## src/rtl/rc4_pkg.sv

```systemverilog
package rc4_pkg;

    // Byte width of keys, data and permutation entries.
    localparam int BYTE_W = 8;

    // Size of the permutation and of the key store.
    localparam int TABLE_DEPTH = 256;
    localparam int IDX_W = $clog2(TABLE_DEPTH);

    // The key byte count must be able to hold TABLE_DEPTH itself.
    localparam int CNT_W = IDX_W + 1;

    // Default for the longest key that is stored.
    localparam int KEY_MAX_DEF = 256;

endpackage

```

## src/rtl/rc4_ram.sv

```systemverilog
module rc4_ram #(
    parameter int WIDTH = rc4_pkg::BYTE_W,
    parameter int DEPTH = rc4_pkg::TABLE_DEPTH
) (
    input  logic                     i_clk,
    input  logic                     i_wr_en,
    input  logic [$clog2(DEPTH)-1:0] i_wr_addr,
    input  logic [WIDTH-1:0]         i_wr_data,
    input  logic                     i_rd_en,
    input  logic [$clog2(DEPTH)-1:0] i_rd_addr,
    output logic [WIDTH-1:0]         o_rd_data
);
    import rc4_pkg::*;

    logic [WIDTH-1:0] r_mem [DEPTH];
    logic [WIDTH-1:0] r_rd_data;

    always_ff @(posedge i_clk) begin
        if (i_wr_en) begin
            r_mem[i_wr_addr] <= i_wr_data;
        end
        if (i_rd_en) begin
            r_rd_data <= r_mem[i_rd_addr];
        end
    end

    assign o_rd_data = r_rd_data;

endmodule

```

## src/rtl/rc4_stream_cipher.sv

```systemverilog
// A data byte is taken in IDLE, then PR_RJ to PR_OUT register its result on o_data_out once the
// output is free; no new byte is taken before then, as the step needs three dependent
// reads and two swap writes that share the one read and one write port of the permutation RAM.
// Key bytes are stored in IDLE; the last one adds a fill pass and a key schedule step per entry.
// Reset is synchronous, active low: after it, a pass writes the identity permutation
// into the RAM while the input is stalled, then the block starts with empty key and zero indices.
module rc4_stream_cipher #(
    parameter int KEY_MAX = rc4_pkg::KEY_MAX_DEF
) (
    input  logic                       i_clk,
    input  logic                       i_rst_n,
    // Input channel.
    input  logic                       i_in_valid,
    output logic                       o_in_stall,
    input  logic                       i_mode,
    input  logic [rc4_pkg::BYTE_W-1:0] i_byte_in,
    input  logic                       i_last_key,
    // Output channel.
    output logic                       o_out_valid,
    input  logic                       i_out_stall,
    output logic [rc4_pkg::BYTE_W-1:0] o_data_out
);
    import rc4_pkg::*;

    localparam logic [CNT_W-1:0] KeyMax  = CNT_W'(KEY_MAX);
    localparam logic [IDX_W-1:0] LastIdx = IDX_W'(TABLE_DEPTH - 1);

    // One-hot sequencer. FILL writes the identity permutation, the KS_* states together
    // run one key schedule step, the PR_* states one generator step for a data byte.
    typedef enum logic [10:0] {
        ST_FILL   = 11'b000_0000_0001,
        ST_IDLE   = 11'b000_0000_0010,
        ST_KS_RD  = 11'b000_0000_0100,
        ST_KS_ADD = 11'b000_0000_1000,
        ST_KS_WN  = 11'b000_0001_0000,
        ST_KS_WJ  = 11'b000_0010_0000,
        ST_PR_RJ  = 11'b000_0100_0000,
        ST_PR_WI  = 11'b000_1000_0000,
        ST_PR_WJ  = 11'b001_0000_0000,
        ST_PR_RT  = 11'b010_0000_0000,
        ST_PR_OUT = 11'b100_0000_0000
    } t_state;

    t_state r_state;
    t_state n_state;

    logic [IDX_W-1:0]  r_i;          // generator index i
    logic [IDX_W-1:0]  r_j;          // generator index j, also the schedule's j
    logic [CNT_W-1:0]  r_key_count;  // key bytes stored so far
    logic [IDX_W-1:0]  r_n;          // sweep index for the fill and the schedule
    logic [IDX_W-1:0]  r_k;          // key position, n modulo the key length
    logic              r_sched;      // the running fill is followed by a schedule
    logic [BYTE_W-1:0] r_si;         // first entry read in a step
    logic [BYTE_W-1:0] r_sj;         // second entry read in a step
    logic [BYTE_W-1:0] r_byte;       // data byte that waits for its keystream byte
    logic              r_out_valid;
    logic [BYTE_W-1:0] r_data_out;

    logic              in_xfer;
    logic              out_free;
    logic              key_store_en;
    logic [CNT_W-1:0]  key_len;
    logic [CNT_W-1:0]  k_plus;
    logic [IDX_W-1:0]  i_next;
    logic [IDX_W-1:0]  ks_sum;
    logic [IDX_W-1:0]  pr_j_next;

    // Permutation RAM ports.
    logic              s_wr_en;
    logic [IDX_W-1:0]  s_wr_addr;
    logic [BYTE_W-1:0] s_wr_data;
    logic              s_rd_en;
    logic [IDX_W-1:0]  s_rd_addr;
    logic [BYTE_W-1:0] s_rd_data;

    // Key RAM read data.
    logic [BYTE_W-1:0] k_rd_data;

    // The input is taken only in IDLE; every other state is busy for a
    // number of cycles that does not depend on the output side, except the
    // last step of a data byte, which waits for a free output register.
    assign o_in_stall = (r_state != ST_IDLE);
    assign in_xfer    = i_in_valid && !o_in_stall;
    assign out_free   = !r_out_valid || !i_out_stall;

    // Key bytes beyond KEY_MAX are dropped, but a last-key flag on them still
    // starts the schedule.
    assign key_store_en = in_xfer && !i_mode && (r_key_count < KeyMax);

    // An empty key behaves as a one-byte key.
    assign key_len = (r_key_count == '0) ? CNT_W'(1) : r_key_count;
    assign k_plus  = {1'b0, r_k} + CNT_W'(1);

    assign i_next    = r_i + IDX_W'(1);
    assign ks_sum    = r_j + s_rd_data + k_rd_data;
    assign pr_j_next = r_j + s_rd_data;

    rc4_ram #(
        .WIDTH (BYTE_W),
        .DEPTH (TABLE_DEPTH)
    ) u_key_ram (
        .i_clk     (i_clk),
        .i_wr_en   (key_store_en),
        .i_wr_addr (r_key_count[IDX_W-1:0]),
        .i_wr_data (i_byte_in),
        .i_rd_en   (r_state == ST_KS_RD),
        .i_rd_addr (r_k),
        .o_rd_data (k_rd_data)
    );

    rc4_ram #(
        .WIDTH (BYTE_W),
        .DEPTH (TABLE_DEPTH)
    ) u_perm_ram (
        .i_clk     (i_clk),
        .i_wr_en   (s_wr_en),
        .i_wr_addr (s_wr_addr),
        .i_wr_data (s_wr_data),
        .i_rd_en   (s_rd_en),
        .i_rd_addr (s_rd_addr),
        .o_rd_data (s_rd_data)
    );

    // The single RAM port pair is shared by every step; the sequencer picks
    // the address and data for the cycle it is in.
    always_comb begin
        s_wr_en   = 1'b0;
        s_wr_addr = r_n;
        s_wr_data = r_n;
        s_rd_en   = 1'b0;
        s_rd_addr = r_n;
        case (r_state)
            ST_FILL: begin
                s_wr_en = 1'b1;
            end
            ST_IDLE: begin
                // A data byte reads S[i+1] in the cycle it is taken.
                s_rd_en   = in_xfer && i_mode;
                s_rd_addr = i_next;
            end
            ST_KS_RD: begin
                s_rd_en = 1'b1;
            end
            ST_KS_ADD: begin
                s_rd_en   = 1'b1;
                s_rd_addr = ks_sum;
            end
            ST_KS_WN: begin
                // S[n] takes the old S[j].
                s_wr_en   = 1'b1;
                s_wr_data = s_rd_data;
            end
            ST_KS_WJ: begin
                // S[j] takes the old S[n]; when j equals n this rewrites the
                // same value, which is what the swap gives.
                s_wr_en   = 1'b1;
                s_wr_addr = r_j;
                s_wr_data = r_si;
            end
            ST_PR_RJ: begin
                s_rd_en   = 1'b1;
                s_rd_addr = pr_j_next;
            end
            ST_PR_WI: begin
                s_wr_en   = 1'b1;
                s_wr_addr = r_i;
                s_wr_data = s_rd_data;
            end
            ST_PR_WJ: begin
                s_wr_en   = 1'b1;
                s_wr_addr = r_j;
                s_wr_data = r_si;
            end
            ST_PR_RT: begin
                // After the swap S[i] + S[j] is the same sum of the two
                // entries read before it.
                s_rd_en   = 1'b1;
                s_rd_addr = r_si + r_sj;
            end
            default: begin
            end
        endcase
    end

    always_comb begin
        n_state = r_state;
        case (r_state)
            ST_FILL: begin
                if (r_n == LastIdx) begin
                    n_state = r_sched ? ST_KS_RD : ST_IDLE;
                end
            end
            ST_IDLE: begin
                if (in_xfer) begin
                    if (i_mode) begin
                        n_state = ST_PR_RJ;
                    end else if (i_last_key) begin
                        n_state = ST_FILL;
                    end
                end
            end
            ST_KS_RD:  n_state = ST_KS_ADD;
            ST_KS_ADD: n_state = ST_KS_WN;
            ST_KS_WN:  n_state = ST_KS_WJ;
            ST_KS_WJ: begin
                n_state = (r_n == LastIdx) ? ST_IDLE : ST_KS_RD;
            end
            ST_PR_RJ:  n_state = ST_PR_WI;
            ST_PR_WI:  n_state = ST_PR_WJ;
            ST_PR_WJ:  n_state = ST_PR_RT;
            ST_PR_RT:  n_state = ST_PR_OUT;
            ST_PR_OUT: begin
                if (out_free) begin
                    n_state = ST_IDLE;
                end
            end
            default:   n_state = ST_FILL;
        endcase
    end

    // Control registers.
    always_ff @(posedge i_clk) begin
        if (!i_rst_n) begin
            r_state     <= ST_FILL;
            r_n         <= '0;
            r_k         <= '0;
            r_sched     <= 1'b0;
            r_i         <= '0;
            r_j         <= '0;
            r_key_count <= '0;
            r_out_valid <= 1'b0;
        end else begin
            r_state <= n_state;

            if (key_store_en) begin
                r_key_count <= r_key_count + CNT_W'(1);
            end

            case (r_state)
                ST_FILL: begin
                    r_n <= r_n + IDX_W'(1);
                end
                ST_IDLE: begin
                    if (in_xfer && i_mode) begin
                        r_i <= i_next;
                    end else if (in_xfer && i_last_key) begin
                        r_n     <= '0;
                        r_k     <= '0;
                        r_j     <= '0;
                        r_sched <= 1'b1;
                    end
                end
                ST_KS_ADD: begin
                    r_j <= ks_sum;
                end
                ST_KS_WJ: begin
                    r_n <= r_n + IDX_W'(1);
                    r_k <= (k_plus == key_len) ? '0 : r_k + IDX_W'(1);
                    if (r_n == LastIdx) begin
                        // Schedule done: fresh generator, and the next key
                        // byte starts a new key.
                        r_i         <= '0;
                        r_j         <= '0;
                        r_key_count <= '0;
                        r_sched     <= 1'b0;
                    end
                end
                ST_PR_RJ: begin
                    r_j <= pr_j_next;
                end
                default: begin
                end
            endcase

            if (r_state == ST_PR_OUT && out_free) begin
                r_out_valid <= 1'b1;
            end else if (!i_out_stall) begin
                r_out_valid <= 1'b0;
            end
        end
    end

    // Payload registers.
    always_ff @(posedge i_clk) begin
        if (in_xfer && i_mode) begin
            r_byte <= i_byte_in;
        end
        if (r_state == ST_KS_ADD || r_state == ST_PR_RJ) begin
            r_si <= s_rd_data;
        end
        if (r_state == ST_PR_WI) begin
            r_sj <= s_rd_data;
        end
        if (r_state == ST_PR_OUT && out_free) begin
            r_data_out <= r_byte ^ s_rd_data;
        end
    end

    assign o_out_valid = r_out_valid;
    assign o_data_out  = r_data_out;

    // A result appears only from the last step of a data byte.
    a_out_from_pr: assert property (@(posedge i_clk) disable iff (!i_rst_n)
        $rose(r_out_valid) |-> $past(r_state) == ST_PR_OUT)
        else $error("output valid rose outside the output step");

    // The key position stays inside the stored key during the schedule.
    a_key_pos: assert property (@(posedge i_clk) disable iff (!i_rst_n)
        (r_state == ST_KS_RD) |-> ({1'b0, r_k} < key_len))
        else $error("key position beyond key length");

    // Finishing the schedule leaves both indices and the key count cleared.
    a_sched_end: assert property (@(posedge i_clk) disable iff (!i_rst_n)
        (r_state == ST_KS_WJ && r_n == LastIdx) |=>
            (r_i == '0 && r_j == '0 && r_key_count == '0 && r_state == ST_IDLE))
        else $error("schedule end left stale state");

    // A data transfer on the input always starts a generator step.
    a_xfer_idle: assert property (@(posedge i_clk) disable iff (!i_rst_n)
        (in_xfer && i_mode) |=> r_state == ST_PR_RJ)
        else $error("data transfer did not start a generator step");

endmodule
```

## config.mk

```make
export PLATFORM = sky130hd
export DESIGN_NAME = rc4_stream_cipher
export DESIGN_NICKNAME = d
export VERILOG_FILES = /design/src/rtl/rc4_pkg.sv /design/src/rtl/rc4_ram.sv /design/src/rtl/rc4_stream_cipher.sv
export SDC_FILE = /design/constraint.sdc
export NUM_CORES = 2
export LEC_CHECK = 0
export ABC_CLOCK_PERIOD_IN_PS = 5210
export BUFFER_PORTS_ARGS = -buffer_cell sky130_fd_sc_hd__buf_2
export CAP_MARGIN = 40
export CORE_ASPECT_RATIO = 2
export CORE_MARGIN = 2
export CORE_UTILIZATION = 46
export DETAILED_ROUTE_END_ITERATION = 8
export SYNTH_ARGS = -nofsm -noshare
export SYNTH_HDL_FRONTEND = slang
export SYNTH_HIERARCHICAL = 1
export SYNTH_SLANG_ARGS = --single-unit
```

## constraint.sdc

```tcl
create_clock -name i_clk -period 5.21 [get_ports i_clk]
set_input_delay 1.042 -clock i_clk [delete_from_list [all_inputs] [get_ports i_clk]]
set_output_delay 1.042 -clock i_clk [all_outputs]
set_load 0.01 [all_outputs]
```

## Word-level counts from Yosys, hierarchy flattened

Memory sizes are Yosys's and may differ from the RTL's. A register that Yosys moved wholly into a read port is not among the register bits.
Cells that the tools add are included.

- Magnitude comparators: 1
- Reductions and logical operators: 27
- Bitwise gates (word level): 1
- Add/subtract/negate cells: 8
- Equality and inequality tests: 23
- Multiplexer cells: 36

Operators by type and width:

| cell | count |
|---|---|
| $pmux W11 S11 | 1 |
| $pmux W8 S2 | 5 |
| $pmux W8 S4 | 2 |
| $mux W11 | 5 |
| $mux W8 | 5 |
| $mux W9 | 4 |
| $add A8 B1 Y8 const B | 3 |
| $add A8 B8 Y8 | 3 |
| $ne A2 B2 Y1 const B | 7 |
| $reduce_and A4 Y1 | 3 |
| $eq A11 B1 Y1 const B | 1 |
| $eq A11 B10 Y1 const B | 1 |
| $eq A11 B11 Y1 const B | 1 |
| $eq A11 B2 Y1 const B | 1 |
| $eq A11 B3 Y1 const B | 1 |
| $eq A11 B4 Y1 const B | 1 |
| $eq A11 B5 Y1 const B | 1 |
| $eq A11 B6 Y1 const B | 1 |
| $eq A11 B7 Y1 const B | 1 |
| $eq A11 B8 Y1 const B | 1 |
| $eq A11 B9 Y1 const B | 1 |
| $ne A11 B2 Y1 const B | 1 |
| $mux W1 | 10 |
| $add A8 B1 Y9 const B | 1 |
| other kinds (19) | 35 |

- RAM bits: 4096
- Word-level logic and storage cells: 110
- Bits of input ports: 14
- Memories: 2
- Register bits: 86
- Output and inout bits: 10

Memories:

| name | words | width | rd ports | clocked after Yosys merged registers in | write ports | line | RTL |
|---|---|---|---|---|---|---|---|
| u_key_ram.r_mem | 256 | 8 | 1 | 1 | 1 | rc4_ram.sv:15 | `logic [WIDTH-1:0] r_mem [DEPTH];` |
| u_perm_ram.r_mem | 256 | 8 | 1 | 1 | 1 | rc4_ram.sv:15 |  |

## Longest topological paths before layout

- Word-level depth: 8
- Depth in mapped cells: 20
- Mapped depth without buffers: 18

## By module

The synthesis kept the hierarchy.

By module, submodules not included:

| module | instances | area an instance (sq um) | cells each |
|---|---|---|---|
| rc4_ram | 2 | 79636.4 | 3733 |
| rc4_stream_cipher | 1 | 5470.2 | 617 |

## Least setup slack after synthesis

No wires, ideal clock.

- Path kind: register to register
- From: register r_state[0]
- To: memory u_perm_ram/r_mem[0][0] (netlist bit) (data pin)
- Cell stages (with the launch flop): 8
- Clock period less this slack: 5.316 ns
- Buffers on the path: 3
- Data required time: 4.388 ns
- Data arrival time: 4.494 ns
- Library setup time: 0.822 ns
- Setup slack: -0.106 ns
- Cell sequence: dfxtp_1 > buf_4 > nor3_4 > and4b_1 > buf_2 > clkbuf_1 > a22oi_1 > nand2_1

- Cells in the longest elaborated chain, start to end: 3

Ends and longest elaborated chain:

| what | line | RTL |
|---|---|---|
| from (decl) | rc4_stream_cipher.sv:44 | `t_state r_state;` |
| from (signal assigned) | rc4_stream_cipher.sv:233 | `r_state <= n_state;` |
| $eq A11 B6 Y1, or another cell as far along | rc4_stream_cipher.sv:132 | `case (r_state)` |
| $reduce_or A2 Y1 (no line) | n/a |  |
| $pmux W8 S2 * | rc4_stream_cipher.sv:132 |  |
| net s_wr_data[0] | rc4_stream_cipher.sv:71 | `logic [BYTE_W-1:0] s_wr_data;` |
| to (decl) | rc4_ram.sv:15 |  |

The timed path passes the listed nets; every way through them passes the cells marked *.

## Final worst setup path

- From: register u_perm_ram.r_rd_data[0], in the netlist u_perm_ram/o_rd_data[0] (read register of u_perm_ram.r_mem)
- To: register u_perm_ram.r_rd_data[1], in the netlist u_perm_ram/o_rd_data[1] (read register of u_perm_ram.r_mem) (data pin)

- Cells in the longest elaborated chain, start to end: 3

Ends and longest elaborated chain:

| what | line | RTL |
|---|---|---|
| from (decl) | rc4_ram.sv:16 | `logic [WIDTH-1:0] r_rd_data;` |
| $add A8 B8 Y8 * | rc4_stream_cipher.sv:95, rc4_stream_cipher.sv:96 |  |
| $add A8 B8 Y8 | rc4_stream_cipher.sv:95 | `assign ks_sum = r_j + s_rd_data + k_rd_data;` |
| $pmux W8 S4 * | rc4_stream_cipher.sv:132 |  |
| net s_rd_addr[3] | rc4_stream_cipher.sv:73 | `logic [IDX_W-1:0] s_rd_addr;` |

Marks and branches as above.
A chain may end at the register's enable or synchronous reset.

==> flow_metrics.tcl <==
set metrics [dict create \
    clockPowerShare_pct 41.7 \
    htreeDepth 5 \
    grt_pass1_wl_mm 647 \
    dieWidth_um 427 \
    total_leakage_power_nw 57.2 \
    crit_path_max_fanout 10 \
    internal-power_mw 53.4 \
    timing.critical_path.required_ns 5.91 \
    cp-end-kind "flip-flop" \
    cts_root_buffer "sky130_fd_sc_hd__clkbuf_16" \
    synth-async-reset-ratio_pct 0 \
    crit_type "flip-flop to flip-flop" \
    cts.clk_slew.worst_paths_ns 0.07 \
    maximum_operating_frequency_mhz 192 \
    hold_path.class "input pin to flip-flop" \
    antenna_found_initial 9 \
    place_congestion 0.996 \
    chipHeight_um 850 \
    finClkSkew_ns 0.0664 \
    syn-instance-count 8083 \
    worstPathArrival_ns 5.90 \
    clock_sinks 4198 \
    p_per_area_nw_per_um2 358 \
    grt_overflow_total 0 \
    min_period_ns 5.20 \
    cts_tree "yes" \
    vdd_ir_drop_max_uv 246 \
    crit_path_start "u_perm_ram/o_rd_data[0]" \
    detailed_place_hpwl_mm 310 \
    area_growth_from_synthesis_to_layout_pct 13.5 \
    vias 82900 \
    routed_wl_mm 459 \
    yosysWarnings 6 \
    rr_startpoint "u_perm_ram/o_rd_data[0]" \
    synth_seq_area_share_pct 76.2 \
    first_global_vias 87300 \
    gr-usage-all-layers_pct 25.1 \
    detail_route.drc_violations 0 \
    drv_slew 0 \
    fin_ws_ns 0.0127 \
    coreArea_um2 356000 \
    synth_seq_cells 4198 \
    report.power.total_mw 67.0 \
    min_period_over_period_pct 99.8 \
    yosys_most_used_dff "sky130_fd_sc_hd__edfxtp_1" \
    clk-insertion-delay-late_ns 0.98 \
    transition_time_at_the_pin_with_the_least_slew_margin_ns 1.17 \
    grt_setup_unrepaired "true" \
    p_comb_share_pct 3.1 \
    drt_first_iter_violations 8065 \
    seq_power_share_pct 55.2 \
    net-switching-power_mw 13.6 \
    routedWlPerCell_um 33.6 \
    status "completed" \
    place_ws_ns -0.630 \
    drive_above_1_share_pct 25.6 \
    placement.io_buffers 23 \
    power_switching_share_pct 20.3 \
    layout.nets 8736 \
    min_from "i_rst_n" \
    antenna_violating_nets_post_route 0 \
    slew-limit-headroom_pct 22.3 \
    dieArea_um2 363000 \
    largest_net_degree_at_the_start_of_global_routing 133 \
    total_of_max_cap_violations 0 \
    synthesis.nets 8126 \
    drt-vias-per-instance 6.07 \
    report.final.hold_viol_count 0 \
    ys_types 84 \
    setup_viol 0 \
    synth_area_per_cell_um2 20.4 \
    ctsLongestPathBuffers 4 \
    synth_area_um2 165000 \
    cts_made_buffers 361 \
    number_of_synthesized_flops_with_an_enable_pin 4144 \
    ios 24 \
    start_kind "flip-flop" \
    initial_core_util_pct 46.2 \
    detail_route.first_pass.iterations 6 \
    floorplan.rows 310 \
]
-- power by group through the flow --
stage / registers, mW / logic, mW / clock network [mW]
floorplan: 37.7 / 1.07 / 0
global placement: 37.7 / 2.02 / 0
detailed placement: 37.7 / 2.07 / 0
CTS: 37.0 / 2.10 / 28.3
global route: 37.0 / 2.18 / 29.5
finish: 37.0 / 2.08 / 27.9
-- cells in the final DEF, fill, tap and decap left out, types with 14 or more instances in the layout --
| master | netlist | layout |
|---|---|---|
| sky130_fd_sc_hd__bufinv_16 | 0 | 49 |
| sky130_fd_sc_hd__nor2b_1 | 70 | 64 |
| sky130_fd_sc_hd__nor2_1 | 611 | 605 |
| sky130_fd_sc_hd__ha_1 | 26 | 25 |
| sky130_fd_sc_hd__clkinvlp_4 | 0 | 23 |
| sky130_fd_sc_hd__o211ai_1 | 26 | 26 |
| sky130_fd_sc_hd__a21oi_1 | 234 | 224 |
| sky130_fd_sc_hd__clkbuf_1 | 231 | 56 |
| sky130_fd_sc_hd__inv_1 | 24 | 24 |
| sky130_fd_sc_hd__mux2i_1 | 270 | 270 |
| sky130_fd_sc_hd__buf_2 | 71 | 21 |
| sky130_fd_sc_hd__nor4_1 | 53 | 40 |
| sky130_fd_sc_hd__clkinv_2 | 0 | 46 |
| sky130_fd_sc_hd__nand4_1 | 30 | 30 |
| sky130_fd_sc_hd__clkbuf_16 | 0 | 378 |
| sky130_fd_sc_hd__nand2b_1 | 17 | 17 |
| sky130_fd_sc_hd__buf_12 | 16 | 70 |
| sky130_fd_sc_hd__mux4_2 | 908 | 908 |
| sky130_fd_sc_hd__edfxtp_1 | 4144 | 4144 |
| sky130_fd_sc_hd__o221ai_1 | 96 | 96 |
| sky130_fd_sc_hd__a22oi_1 | 293 | 285 |
| sky130_fd_sc_hd__clkinv_1 | 3 | 69 |
| sky130_fd_sc_hd__xnor2_1 | 25 | 25 |
| sky130_fd_sc_hd__nand3_1 | 93 | 93 |
| sky130_fd_sc_hd__nand2_1 | 146 | 136 |
| sky130_fd_sc_hd__diode_2 | 0 | 14 |
| sky130_fd_sc_hd__and2_1 | 15 | 15 |
| sky130_fd_sc_hd__dfxtp_1 | 54 | 48 |
| sky130_fd_sc_hd__xor2_1 | 32 | 31 |
| sky130_fd_sc_hd__nor3_1 | 66 | 61 |
| sky130_fd_sc_hd__buf_4 | 58 | 609 |
| sky130_fd_sc_hd__o22ai_1 | 59 | 59 |
| sky130_fd_sc_hd__a221oi_1 | 26 | 22 |
| sky130_fd_sc_hd__a211oi_1 | 36 | 32 |
| sky130_fd_sc_hd__a22o_1 | 16 | 16 |
| sky130_fd_sc_hd__o21ai_0 | 45 | 43 |
-- final timing paths --
path	slack, ns	to	depth (start not counted)
setup / recovery	0.01	u_perm_ram/o_rd_data[1]	22
hold reg to reg	0.50	r_j[3]	2
hold / removal	0.44	r_state[0]	2
setup reg to reg	0.01	u_perm_ram/o_rd_data[1]	22
-- cell families after synthesis --
kind of cell | share of synthesized area (%)
muxes | 14.1
adders and majority gates | 0.234
buffers and inverters | 1.89
and+or+nand+nor | 3.34
xor gates and xnor gates | 0.317
DFF | 76.2
AOI/OAI and AO/OA | 3.90
-- cell usage after synthesis (30+ instances only) --
| cell | n | area share, % |
|---|---|---|
| sky130_fd_sc_hd__o21ai_0 | 45 | 0.14 |
| sky130_fd_sc_hd__buf_2 | 71 | 0.22 |
| sky130_fd_sc_hd__a211oi_1 | 36 | 0.16 |
| sky130_fd_sc_hd__xor2_1 | 32 | 0.17 |
| sky130_fd_sc_hd__nor2_1 | 611 | 1.4 |
| sky130_fd_sc_hd__clkbuf_1 | 231 | 0.53 |
| sky130_fd_sc_hd__dfxtp_1 | 54 | 0.66 |
| sky130_fd_sc_hd__mux2i_1 | 270 | 1.6 |
| sky130_fd_sc_hd__buf_1 | 44 | 0.10 |
| sky130_fd_sc_hd__mux4_2 | 908 | 12 |
| sky130_fd_sc_hd__o221ai_1 | 96 | 0.51 |
| sky130_fd_sc_hd__nor3_1 | 66 | 0.20 |
| sky130_fd_sc_hd__nand2_1 | 146 | 0.33 |
| sky130_fd_sc_hd__nand4_1 | 30 | 0.11 |
| sky130_fd_sc_hd__nor4_1 | 53 | 0.20 |
| sky130_fd_sc_hd__a22oi_1 | 293 | 1.3 |
| sky130_fd_sc_hd__a21oi_1 | 234 | 0.71 |
| sky130_fd_sc_hd__buf_6 | 43 | 0.29 |
| sky130_fd_sc_hd__o22ai_1 | 59 | 0.22 |
| sky130_fd_sc_hd__nand3_1 | 93 | 0.28 |
| sky130_fd_sc_hd__edfxtp_1 | 4144 | 76 |
| sky130_fd_sc_hd__buf_4 | 58 | 0.26 |
| sky130_fd_sc_hd__nor2b_1 | 70 | 0.27 |
-- through the flow --
stage | cell area (um2) | cells | hold slack (ns) | util, % | TNS (ns)
after global routing | 187000 | 13700 | 0.427 | 52.4 | -0.0284
after CTS | 187000 | 13600 | 0.407 | 52.4 | 0
after global placement | 174000 | 12900 | 0.468 | 48.8 | -4.82
after detailed placement | 174000 | 13000 | 0.477 | 48.9 | -2.73
after floorplan | 165000 | 8083 | 0.454 | - | -11.02
final | 187000 | 13700 | 0.438 | 52.5 | 0
-- cell type report --
| type | instances | area (um2) |
|---|---|---|
| fill | 27600 | 169000 |
| multi-input combinational | 3369 | 36700 |
| sequential | 4198 | 126000 |
| antenna | 14 | 35.0 |
| clock buffer | 434 | 9650 |
| clock inverter | 210 | 2390 |
| tap | 4680 | 5860 |
| timing repair buffer | 736 | 6720 |
| inverter | 27 | 101 |
-- critical path, cell delays in order, from the launching register on --
cell and delay, ns:
sky130_fd_sc_hd__edfxtp_1 0.47, sky130_fd_sc_hd__ha_2 0.23, sky130_fd_sc_hd__fa_1 0.41, sky130_fd_sc_hd__buf_4 0.17, sky130_fd_sc_hd__xor2_2 0.21, sky130_fd_sc_hd__ha_1 0.27
sky130_fd_sc_hd__buf_4 0.15, sky130_fd_sc_hd__inv_1 0.05, sky130_fd_sc_hd__o21bai_1 0.07, sky130_fd_sc_hd__xor2_1 0.15, sky130_fd_sc_hd__a22oi_1 0.19, sky130_fd_sc_hd__buf_4 0.18
sky130_fd_sc_hd__nand2_8 0.11, sky130_fd_sc_hd__buf_4 0.20, sky130_fd_sc_hd__and2_1 0.20, sky130_fd_sc_hd__buf_12 0.16, sky130_fd_sc_hd__buf_4 0.20, sky130_fd_sc_hd__a22oi_2 0.59
sky130_fd_sc_hd__a21oi_2 0.16, sky130_fd_sc_hd__nor4_4 0.33, sky130_fd_sc_hd__buf_2 0.22, sky130_fd_sc_hd__buf_4 0.13, sky130_fd_sc_hd__nor4_4 0.04
-- state kept, by name (all words and copies together), names as in the netlist, 9 cells and up --
name	flops
u_key_ram/r_mem	2048
u_perm_ram/r_mem	2048
r_state	11
r_key_count	9
-- per-layer routing --
metal  track usage [%]  wire length, um  vias up
met1              25.5           145000    44200
met3              3.32            21500      952
met2              47.1           255000     2991
met5                 0               11        -
met4              17.3            37700        2
li1                  -                -    34800
-- repair_timing --
action,CTS,global route
gates cloned,1,1
pin swaps,4,14
endpoints found under the setup margin,8,8
hold buffers,0,0
setup buffers,1,4
gates resized for setup,37,26
Power figures use the tool's default switching activity.
